$ cat config.mk
export PLATFORM = sky130hd
export DESIGN_NAME = bitonic_elbow_merge_sort
export DESIGN_NICKNAME = d
export VERILOG_FILES = /design/src/rtl/bem_pkg.sv /design/src/rtl/bem_ram.sv /design/src/rtl/bem_ctrl.sv /design/src/rtl/bem_datapath.sv /design/src/rtl/bitonic_elbow_merge_sort.sv
export SDC_FILE = /design/constraint.sdc
export NUM_CORES = 2
export LEC_CHECK = 0
export ABC_AREA = 1
export BUFFER_PORTS_ARGS = -buffer_cell sky130_fd_sc_hd__buf_2
export CORE_ASPECT_RATIO = 2
export CORE_UTILIZATION = 36
export CTS_BUF_LIST = sky130_fd_sc_hd__clkbuf_8
export DETAILED_ROUTE_END_ITERATION = 10
export SYNTH_ARGS = -nofsm -noshare
export SYNTH_HDL_FRONTEND = slang
export SYNTH_HIERARCHICAL = 1
export SYNTH_SLANG_ARGS = --single-unit
$ cat constraint.sdc
create_clock -name clk -period 6.25 [get_ports clk]
set_input_delay 0.3125 -clock clk [delete_from_list [all_inputs] [get_ports clk]]
set_output_delay 0.3125 -clock clk [all_outputs]
set_load 0.01 [all_outputs]
$ cat src/rtl/bem_pkg.sv
package bem_pkg;

  localparam int unsigned DATA_W = 32;

  typedef enum logic [2:0] {
    S_LOAD,
    S_RD_L,
    S_RD_R,
    S_WAIT,
    S_EMIT,
    S_CAPT
  } state_t;

  typedef enum logic [1:0] {
    ADDR_ELBOW,
    ADDR_RIGHT,
    ADDR_NEXT
  } addr_sel_t;

  typedef struct packed {
    logic      load;
    logic      start;
    logic      cap_l;
    logic      cap_r;
    logic      capture;
    logic      emit;
    addr_sel_t addr_sel;
  } cmd_t;

  typedef struct packed {
    logic close;
    logic single;
    logic final_out;
    logic out_busy;
  } status_t;

endpackage

$ cat src/rtl/bem_ram.sv
module bem_ram #(
  parameter int unsigned WIDTH = 32,
  parameter int unsigned DEPTH = 64
) (
  input  logic                     clk,
  input  logic                     we,
  input  logic [$clog2(DEPTH)-1:0] waddr,
  input  logic [WIDTH-1:0]         wdata,
  input  logic [$clog2(DEPTH)-1:0] raddr,
  output logic [WIDTH-1:0]         rdata
);

  logic [WIDTH-1:0] mem [DEPTH];

  always_ff @(posedge clk) begin
    if (we) begin
      mem[waddr] <= wdata;
    end
    rdata <= mem[raddr];
  end

endmodule

$ cat src/rtl/bem_ctrl.sv
module bem_ctrl (
  input  logic              clk,
  input  logic              rst,
  input  logic              s_tvalid,
  output logic              s_tready,
  input  bem_pkg::status_t  status,
  output bem_pkg::cmd_t     cmd
);

  bem_pkg::state_t state;
  bem_pkg::state_t state_next;

  always_ff @(posedge clk) begin
    if (rst) begin
      state <= bem_pkg::S_LOAD;
    end else begin
      state <= state_next;
    end
  end

  always_comb begin
    state_next   = state;
    s_tready     = 1'b0;
    cmd          = '0;
    cmd.addr_sel = bem_pkg::ADDR_NEXT;
    case (state)
      bem_pkg::S_LOAD: begin
        s_tready = 1'b1;
        cmd.load = s_tvalid;
        if (s_tvalid && status.close) begin
          state_next = bem_pkg::S_RD_L;
        end
      end
      bem_pkg::S_RD_L: begin
        cmd.start    = 1'b1;
        cmd.addr_sel = bem_pkg::ADDR_ELBOW;
        state_next   = bem_pkg::S_RD_R;
      end
      bem_pkg::S_RD_R: begin
        cmd.cap_l    = 1'b1;
        cmd.addr_sel = bem_pkg::ADDR_RIGHT;
        state_next   = bem_pkg::S_WAIT;
      end
      bem_pkg::S_WAIT: begin
        cmd.cap_r  = 1'b1;
        state_next = bem_pkg::S_EMIT;
      end
      bem_pkg::S_EMIT: begin
        if (!status.out_busy) begin
          cmd.emit   = 1'b1;
          state_next = status.final_out ? bem_pkg::S_LOAD : bem_pkg::S_CAPT;
        end
      end
      bem_pkg::S_CAPT: begin
        cmd.capture = 1'b1;
        state_next  = bem_pkg::S_EMIT;
      end
      default: begin
        state_next = bem_pkg::S_LOAD;
      end
    endcase
  end

  // A held output register must keep the merge parked in the emit state.
  a_park_on_stall: assert property (@(posedge clk) disable iff (rst)
    (state == bem_pkg::S_EMIT && status.out_busy) |=> state == bem_pkg::S_EMIT)
    else $error("merge left emit state while output stalled");

  // The final result of a row returns the block to loading.
  a_final_to_load: assert property (@(posedge clk) disable iff (rst)
    (cmd.emit && status.final_out) |=> state == bem_pkg::S_LOAD)
    else $error("final result did not return to load");

  // A closing item always starts the merge sequence.
  a_close_starts: assert property (@(posedge clk) disable iff (rst)
    (cmd.load && status.close) |=> state == bem_pkg::S_RD_L)
    else $error("closing item did not start merge");

endmodule

$ cat src/rtl/bem_datapath.sv
module bem_datapath #(
  parameter int unsigned MAX_LEN = 64
) (
  input  logic                       clk,
  input  logic                       rst,
  input  logic                       cfg_we,
  input  logic                       cfg_data,
  input  logic [bem_pkg::DATA_W-1:0] s_tdata,
  input  logic                       s_tlast,
  output logic                       m_tvalid,
  input  logic                       m_tready,
  output logic [bem_pkg::DATA_W-1:0] m_tdata,
  output logic                       m_tlast,
  input  bem_pkg::cmd_t              cmd,
  output bem_pkg::status_t           status
);

  localparam int unsigned AW = (MAX_LEN > 1) ? $clog2(MAX_LEN) : 1;
  localparam int unsigned CW = $clog2(MAX_LEN + 1);

  logic                              ascending;
  logic [CW-1:0]                     fill_count;
  logic [AW-1:0]                     pos;
  logic [AW-1:0]                     elbow_index;
  logic signed [bem_pkg::DATA_W-1:0] elbow_value;
  logic [AW-1:0]                     last_idx;
  logic [AW-1:0]                     left;
  logic [AW-1:0]                     right;
  logic [AW-1:0]                     left_next;
  logic [AW-1:0]                     right_next;
  logic [AW-1:0]                     emit_cnt;
  logic signed [bem_pkg::DATA_W-1:0] lv;
  logic signed [bem_pkg::DATA_W-1:0] rv;
  logic                              took_left;
  logic                              take_left;
  logic                              new_elbow;
  logic signed [bem_pkg::DATA_W-1:0] v;
  logic [AW-1:0]                     raddr;
  logic [bem_pkg::DATA_W-1:0]        rdata;

  assign pos = fill_count[AW-1:0];
  assign v   = s_tdata;

  assign status.close     = s_tlast || (fill_count == CW'(MAX_LEN - 1));
  assign status.single    = (last_idx == '0);
  assign status.final_out = (emit_cnt == last_idx);
  assign status.out_busy  = m_tvalid && !m_tready;

  assign new_elbow = (pos == '0) ||
                     (ascending ? (v < elbow_value) : (elbow_value < v));

  // Tie goes to the left side.
  assign take_left  = status.single || (ascending ? !(rv < lv) : !(lv < rv));
  assign left_next  = (left == '0) ? last_idx : left - AW'(1);
  assign right_next = (right == last_idx) ? '0 : right + AW'(1);

  always_comb begin
    case (cmd.addr_sel)
      bem_pkg::ADDR_ELBOW: raddr = elbow_index;
      bem_pkg::ADDR_RIGHT: raddr = right;
      default:             raddr = take_left ? left_next : right_next;
    endcase
  end

  bem_ram #(
    .WIDTH (bem_pkg::DATA_W),
    .DEPTH (MAX_LEN)
  ) u_ram (
    .clk   (clk),
    .we    (cmd.load),
    .waddr (pos),
    .wdata (s_tdata),
    .raddr (raddr),
    .rdata (rdata)
  );

  always_ff @(posedge clk) begin
    if (rst) begin
      ascending   <= 1'b1;
      fill_count  <= '0;
      elbow_index <= '0;
      elbow_value <= '0;
      m_tvalid    <= 1'b0;
    end else begin
      if (cfg_we) begin
        ascending <= cfg_data;
      end
      if (cmd.load) begin
        if (new_elbow) begin
          elbow_index <= pos;
          elbow_value <= v;
        end
        fill_count <= status.close ? '0 : fill_count + CW'(1);
      end
      if (cmd.emit) begin
        m_tvalid <= 1'b1;
      end else if (m_tready) begin
        m_tvalid <= 1'b0;
      end
    end
  end

  always_ff @(posedge clk) begin
    if (cmd.load && status.close) begin
      last_idx <= pos;
    end
    if (cmd.start) begin
      left     <= elbow_index;
      right    <= (elbow_index == last_idx) ? '0 : elbow_index + AW'(1);
      emit_cnt <= '0;
    end
    if (cmd.cap_l) begin
      lv <= rdata;
    end
    if (cmd.cap_r) begin
      rv <= rdata;
    end
    if (cmd.capture) begin
      if (took_left) begin
        lv <= rdata;
      end else begin
        rv <= rdata;
      end
    end
    if (cmd.emit) begin
      m_tdata   <= take_left ? lv : rv;
      m_tlast   <= status.final_out;
      took_left <= take_left;
      if (!status.single) begin
        if (take_left) begin
          left <= left_next;
        end else begin
          right <= right_next;
        end
      end
      if (!status.final_out) begin
        emit_cnt <= emit_cnt + AW'(1);
      end
    end
  end

  a_fill_range: assert property (@(posedge clk) disable iff (rst)
    fill_count < CW'(MAX_LEN))
    else $error("fill count out of range");

  a_ptr_range: assert property (@(posedge clk) disable iff (rst)
    cmd.emit |-> (left <= last_idx && right <= last_idx && emit_cnt <= last_idx))
    else $error("merge pointer beyond row");

  a_emit_valid: assert property (@(posedge clk) disable iff (rst)
    cmd.emit |=> m_tvalid)
    else $error("emitted result not presented");

endmodule

$ cat src/rtl/bitonic_elbow_merge_sort.sv
// Load: one item per cycle, s_tready high whenever the block is loading.
// Merge: after the closing item, S_RD_L, S_RD_R and S_WAIT read the elbow and its
//   right neighbour; then S_EMIT (held while the output stalls) and S_CAPT alternate,
//   set by the single registered read port of the row buffer (address, then data).
// Reset (rst, synchronous, active high) clears the controller, fill count, elbow
//   and output valid and sets ascending; the row buffer is not cleared.
module bitonic_elbow_merge_sort #(
  parameter int unsigned MAX_LEN = 64
) (
  input  logic        clk,
  input  logic        rst,
  // Configuration: ascending register, written when cfg_we is high.
  input  logic        cfg_we,
  input  logic        cfg_data,
  // Input stream.
  input  logic        s_tvalid,
  output logic        s_tready,
  input  logic [31:0] s_tdata,   // [31:0] value
  input  logic        s_tlast,   // last_in
  // Output stream.
  output logic        m_tvalid,
  input  logic        m_tready,
  output logic [31:0] m_tdata,   // [31:0] sorted_value
  output logic        m_tlast    // last_out
);

  // Command and status between the sequencer and the datapath.
  bem_pkg::cmd_t    cmd;
  bem_pkg::status_t status;

  // Sequencer: load the row, then walk the merge one result at a time.
  bem_ctrl u_ctrl (
    .clk      (clk),
    .rst      (rst),
    .s_tvalid (s_tvalid),
    .s_tready (s_tready),
    .status   (status),
    .cmd      (cmd)
  );

  // Datapath: row buffer, elbow tracking, ring pointers, compare and output register.
  bem_datapath #(
    .MAX_LEN (MAX_LEN)
  ) u_dp (
    .clk      (clk),
    .rst      (rst),
    .cfg_we   (cfg_we),
    .cfg_data (cfg_data),
    .s_tdata  (s_tdata),
    .s_tlast  (s_tlast),
    .m_tvalid (m_tvalid),
    .m_tready (m_tready),
    .m_tdata  (m_tdata),
    .m_tlast  (m_tlast),
    .cmd      (cmd),
    .status   (status)
  );

endmodule
### Word level (Yosys, flattened, before mapping)

Memories as Yosys holds them, arrays and structs flattened. A register that Yosys moved wholly into a read port is not among the register bits.
Cells that the tools add are included.

* output and inout bits: 35
* word-level logic and storage cells: 98
* memories kept: 1
* input bits: 39
* bits in writable memories: 2048
* flip-flop bits (word level): 172

Memory list
* u_dp.u_ram.mem: words 64, width 32, read ports 1, clocked after Yosys merged registers in 1, wr ports 1, RTL line bem_ram.sv:13 `logic [WIDTH-1:0] mem [DEPTH];`

* equality and inequality tests: 12
* reductions and logical operators: 18
* add/subtract/negate cells: 5
* magnitude comparators: 4
* mux-type cells: 43

Operators with widths (number)
* 32-bit 2-to-1 mux: 7
* 32-bit less-than comparator: 4
* 6-bit 2-to-1 mux: 15
* 6-bit by 1-bit adder with 6-bit output, second input constant: 3
* 6-bit equality test: 3
* 6-bit logical NOT: 3
* 3-bit case mux with 5 select lines: 1
* 1-bit 2-to-1 mux: 14
* 6-bit case mux with 2 select lines: 1
* 3-bit 2-to-1 mux: 3
* 7-bit by 1-bit adder with 7-bit output, second input constant: 1
* 7-bit by 6-bit equality test with 1-bit output, second input constant: 1
* 7-bit 2-to-1 mux: 1
* 3-bit by 2-bit equality test with 1-bit output, second input constant: 2
* 3-bit equality test, second input constant: 2
* 6-bit by 1-bit subtractor with 6-bit output, second input constant: 1
* 2-bit case mux with 2 select lines: 1
* 2-bit AND reduction: 2
* 3-bit by 1-bit equality test with 1-bit output, second input constant: 1
* 1-bit logical AND: 3
* 1-bit logical NOT: 3
* 3-bit logical NOT: 1
* 1-bit logical OR: 3
* 2-bit by 1-bit equality test with 1-bit output, second input constant: 1
* 5 further kinds: 5

### Logic depth before layout (Yosys ltp)

* depth in word-level cells: 7
* gate-level depth with buffers: 34
* depth with buffers taken out: 29

### Modules after synthesis

Netlist, hierarchy kept.

By module, submodules not included
* bem_ram: cells each 6769, times used 1, seq. area each 62139.6 sq um, area each 82738.1 sq um
* bem_datapath: cells each 1116, times used 1, seq. area each 3783.6 sq um, area each 8929.8 sq um
* bem_ctrl: cells each 35, times used 1, seq. area each 60.1 sq um, area each 210.2 sq um

### Worst setup path after synthesis

No wires, ideal clock.

* path kind: reg-to-reg
* start point: reg u_ctrl.state[2]
* end point: reg u_dp.emit_cnt[5]
* buffers on the path: 0
* required time: 6.128 ns
* path slack: 0.695 ns
* clock period less this slack: 5.555 ns
* library setup time: 0.122 ns
* cell stages (with the launch flop): 8
* arrival: 5.433 ns
* path through: dfxtp_1 inv_2 nor4_1 nand2_1 nor3_1 nand3_1 nand3_1 o21ai_0

RTL lines
* from (decl): RTL line bem_ctrl.sv:10 `bem_pkg::state_t state;`
* from (signal assigned): RTL line bem_ctrl.sv:15 `state <= bem_pkg::S_LOAD;`
* from (signal assigned): RTL line bem_ctrl.sv:17 `state <= state_next;`
* to (signal assigned): RTL line bem_datapath.sv:137 `emit_cnt <= emit_cnt + AW'(1);`
* to (decl): RTL line bem_datapath.sv:31 `logic [AW-1:0] emit_cnt;`

### Final worst setup path

* start point: reg u_dp/rv[19] in the netlist's numbering
* end point: reg u_dp.u_ram.rdata[16], read port of u_dp.u_ram.mem

* word-level cells in the longest chain between the ends: 6
* elaborated cells on any way between the ends: 8
* classes of those cells: order compare: 2; mux: 3; reduce/logical: 3

Ends and longest elaborated chain
* from (decl): RTL line bem_datapath.sv:33 `logic signed [bem_pkg::DATA_W-1:0] rv;`
* from (signal assigned): RTL line bem_datapath.sv:116 `rv <= rdata;`
* from (signal assigned): RTL line bem_datapath.sv:122 `rv <= rdata;`
* 32-bit less-than comparator: RTL line bem_datapath.sv:53 `assign take_left = status.single || (ascending ? !(rv < lv) : !(lv < rv));`
* 1-bit logical NOT: RTL line bem_datapath.sv:53
* 1-bit 2-to-1 mux *: RTL line bem_datapath.sv:53
* 1-bit logical OR *: RTL line bem_datapath.sv:53
* 6-bit 2-to-1 mux *: RTL line bem_datapath.sv:61 `default: raddr = take_left ? left_next : right_next;`
* 6-bit case mux with 2 select lines *: RTL line bem_datapath.sv:58 `case (cmd.addr_sel)`
* named net u_dp.raddr[1]: RTL line bem_datapath.sv:38 `logic [AW-1:0] raddr;`
* to (decl): RTL line bem_ram.sv:10 `output logic [WIDTH-1:0] rdata`

Mark *: on every way through the listed nets, which the timed path passes. The rest lies on a longest branch.
A chain may end at the register's enable or synchronous reset.

==> metrics.yaml <==
rr_worst_depth: 26
synth_area_sq_um: 91880
max-slew-margin-rel: 0.2182
hold_viol: 0
grt_pass1_vias: 61600
ys.flop_type: "edfxtp_1"
synth_edf_count: 2088
clock_latency_ns: 0.98
io_pins: 74
setup_viol: 0
fin_crit_ns: 5.237
portBuffers: 73
syn_nets: 8029
crit_family: "simple AND/OR/NAND/NOR gates"
start_util: 0.3616
fin_skew_ns: 0.08184
crit_top_cell: "nand2_1"
clkSlewWorstSetupHoldPaths_ns: 0.07
grt_max_degree: 164
firstDrtPassIters: 7
rsz0062_at_grt: "no"
synth_cells: 7920
period_share: 0.8380
end_kind: "register"
ys_seq_area_frac: 0.7182
drive_gt1_frac: 0.09746
nets: 8142
maxCapViolCount: 0
rows: 262
cp_num_cells: 26
vias: 63310
gp_congestion: 0.8871
cts_tree: "built"
ant_nets: 0
start_kind: "register"
critPathKind: "register to register"
cts_num_sinks: 2252
synth.avg_cell_area_sq_um: 11.60
yosysWarnings: 6
h-tree-depth: 5
status: "completed"
overflow: 0
cts_buffers: 298
worstHoldPathCells: 2
async_reset_ff_frac: 0
cts_resized: 0
die_w_um: 359.2
post-route-drc-count: 0
design.die.area_sq_um: 257400
antenna_found_initial: 19
cpPeakStageDelay_ns: 0.64
slew_violations: 0
worstMarginPinSlew_ns: 1.173
avgViaCountPerCell: 5.471
crit_arrival_ns: 6.02
whs_ns: 0.08011
wl_per_cell_um: 25.13
crit_fanout: 75
syn_to_final_growth_pct: 11.49
cts_buffer_depth: 4
postSynthRegisterBits: 2252
place_hpwl_um: 171400
drt_wl_total_um: 290800
cts-root-buf: "clkbuf_8"
setup_tns_ns: 0
drt_iter0_drc: 6410
cp.required_ns: 7.03
crit_slowest_cell: "inv_8"
fmax_mhz: 190.9
grt_pass1_wl_um: 416000
dieHeight_um: 716.4
coreArea_sq_um: 254100
grt_usage: 0.2199
cp_num_buf_inv: 5
hold_class: "input port to register"
synth_cell_types: 46
state kept, by name, summed over array words and instances, names as in the netlist:
signal and cells:
u_ctrl/state 3, u_dp/ascending 1, u_dp/elbow_index 6, u_dp/elbow_value 32, u_dp/emit_cnt 6, u_dp/fill_count 7
u_dp/last_idx 6, u_dp/left 6, u_dp/lv 32, u_dp/m_tdata 32, u_dp/m_tlast 1, u_dp/m_tvalid 1
u_dp/right 6, u_dp/rv 32, u_dp/took_left 1, u_dp/u_ram/mem 2048, u_dp/u_ram/rdata 32
metal layers:
metal / up-vias / GRT usage / share of wire
li1: 28130 / - / -
met1: 31440 / 0.2369 / 0.34
met2: 2952 / 0.3901 / 0.51
met3: 774 / 0.03342 / 0.071
met4: 20 / 0.1628 / 0.076
met5: - / 0 / 0.00039
worst paths after layout:
check	startpoint	to	slack, ns
setup reg to reg	u_dp/rv[19]	u_dp/u_ram/rdata[16]	1.01
hold / removal	s_tdata[27]	u_dp/u_ram/mem[38][27]	0.08
setup / recovery	u_dp/rv[19]	u_dp/u_ram/rdata[16]	1.01
hold reg to reg	u_dp/fill_count[6]	u_dp/fill_count[6]	0.46
placed cells by master (no fill, tap or decap), drive strengths merged:
| cell | instances |
|---|---|
| nand2 | 2514 |
| edfxtp | 2088 |
| nand3 | 1983 |
| clkbuf | 323 |
| buf | 279 |
| inv | 261 |
| dfxtp | 164 |
| nor2 | 146 |
| o21ai | 97 |
| clkinv | 82 |
| a21oi | 77 |
| ha | 70 |
| mux2 | 29 |
| dlygate4sd3 | 26 |
| nand4 | 24 |
| o22ai | 19 |
| bufinv | 15 |
| diode | 11 |
| nor4 | 10 |
| xor2 | 9 |
| nor3 | 9 |
| clkinvlp | 8 |
| o21a | 5 |
| xnor2 | 5 |
| a31oi | 5 |
| or2 | 4 |
| a21o | 2 |
| nand3b | 2 |
| nor3b | 2 |
| a22o | 1 |
| or3 | 1 |
through the flow:
| stage | utilization | instances | area [sq um] | setup slack (ns) |
|---|---|---|---|---|
| CTS | 0.4031 | 11560 | 102400 | 1.056 |
| global placement | 0.3795 | 11010 | 96410 | 1.026 |
| global route | 0.4031 | 11570 | 102400 | 0.8997 |
| detailed placement | 0.3795 | 11010 | 96410 | 1.114 |
| finish | 0.4032 | 11570 | 102400 | 1.013 |
| floorplan | - | 7920 | 91880 | 0.6949 |
cell type report:
cell class              count  area, sq um
inverters                 162        644.4
diodes                     11        27.53
repair buffers            305         2597
well taps                3300         4129
clock buffers             323         4446
flip-flops and latches   2252        65980
multi-input cells        5014        23320
fillers                 23710       151600
clock inverters           204         1287
worst reg2reg max path: cells and delay by family (launching register included):
family                   cells  cell delay, ns
flip-flops                   1            0.31
AO/OA/AOI/OAI                1            0.26
buffers and inverters        5            1.50
adder cells (fa/ha/maj)      1            0.29
AND/OR/NAND/NOR             19            2.67
Yosys cell counts, types with 3 or more instances:
cell type  count  area [sq um]
ha_1          70         875.8
xor2_1         9         78.83
nor4_1        10         62.56
inv_2          7         26.28
buf_2        285          1426
nand3_1     1978          9899
nor3_1         7         35.03
mux2_2        29         326.6
nand4_1       24         150.1
o21a_1         5         37.54
nand2_2        4         25.02
edfxtp_1    2088         62700
inv_1        153         574.3
a21oi_1       76         380.4
clkbuf_1      99         371.6
nand2_1     2509          9418
xnor2_1        5         43.79
buf_4         49         367.9
nand3_4        4         70.07
nor2_1       141         529.3
o22ai_1       19         118.9
a31oi_1        5         31.28
o21ai_2       14         122.6
o21ai_0       80         400.4
or2_2          3         18.77
buf_1         45         168.9
o21ai_1        3         15.01
nor2_2         4         25.02
dfxtp_1      164          3283
buf_6         10         112.6
cell families after synthesis:
family          synth area share
simple gates              0.2213
flops                     0.7182
buf+inv                  0.03372
compound gates           0.01239
fa+ha+maj               0.009533
mux                     0.003554
xor+xnor                0.001335
timing repair:
action	CTS	global route
setup buffers	0	0
hold endpoints to repair	31	0
endpoints found under the setup margin	0	0
hold buffers	26	0
Power is left out: the tool's default activity adds up to more than one toggle a clock period on the data nets, which glitch-free logic cannot reach.
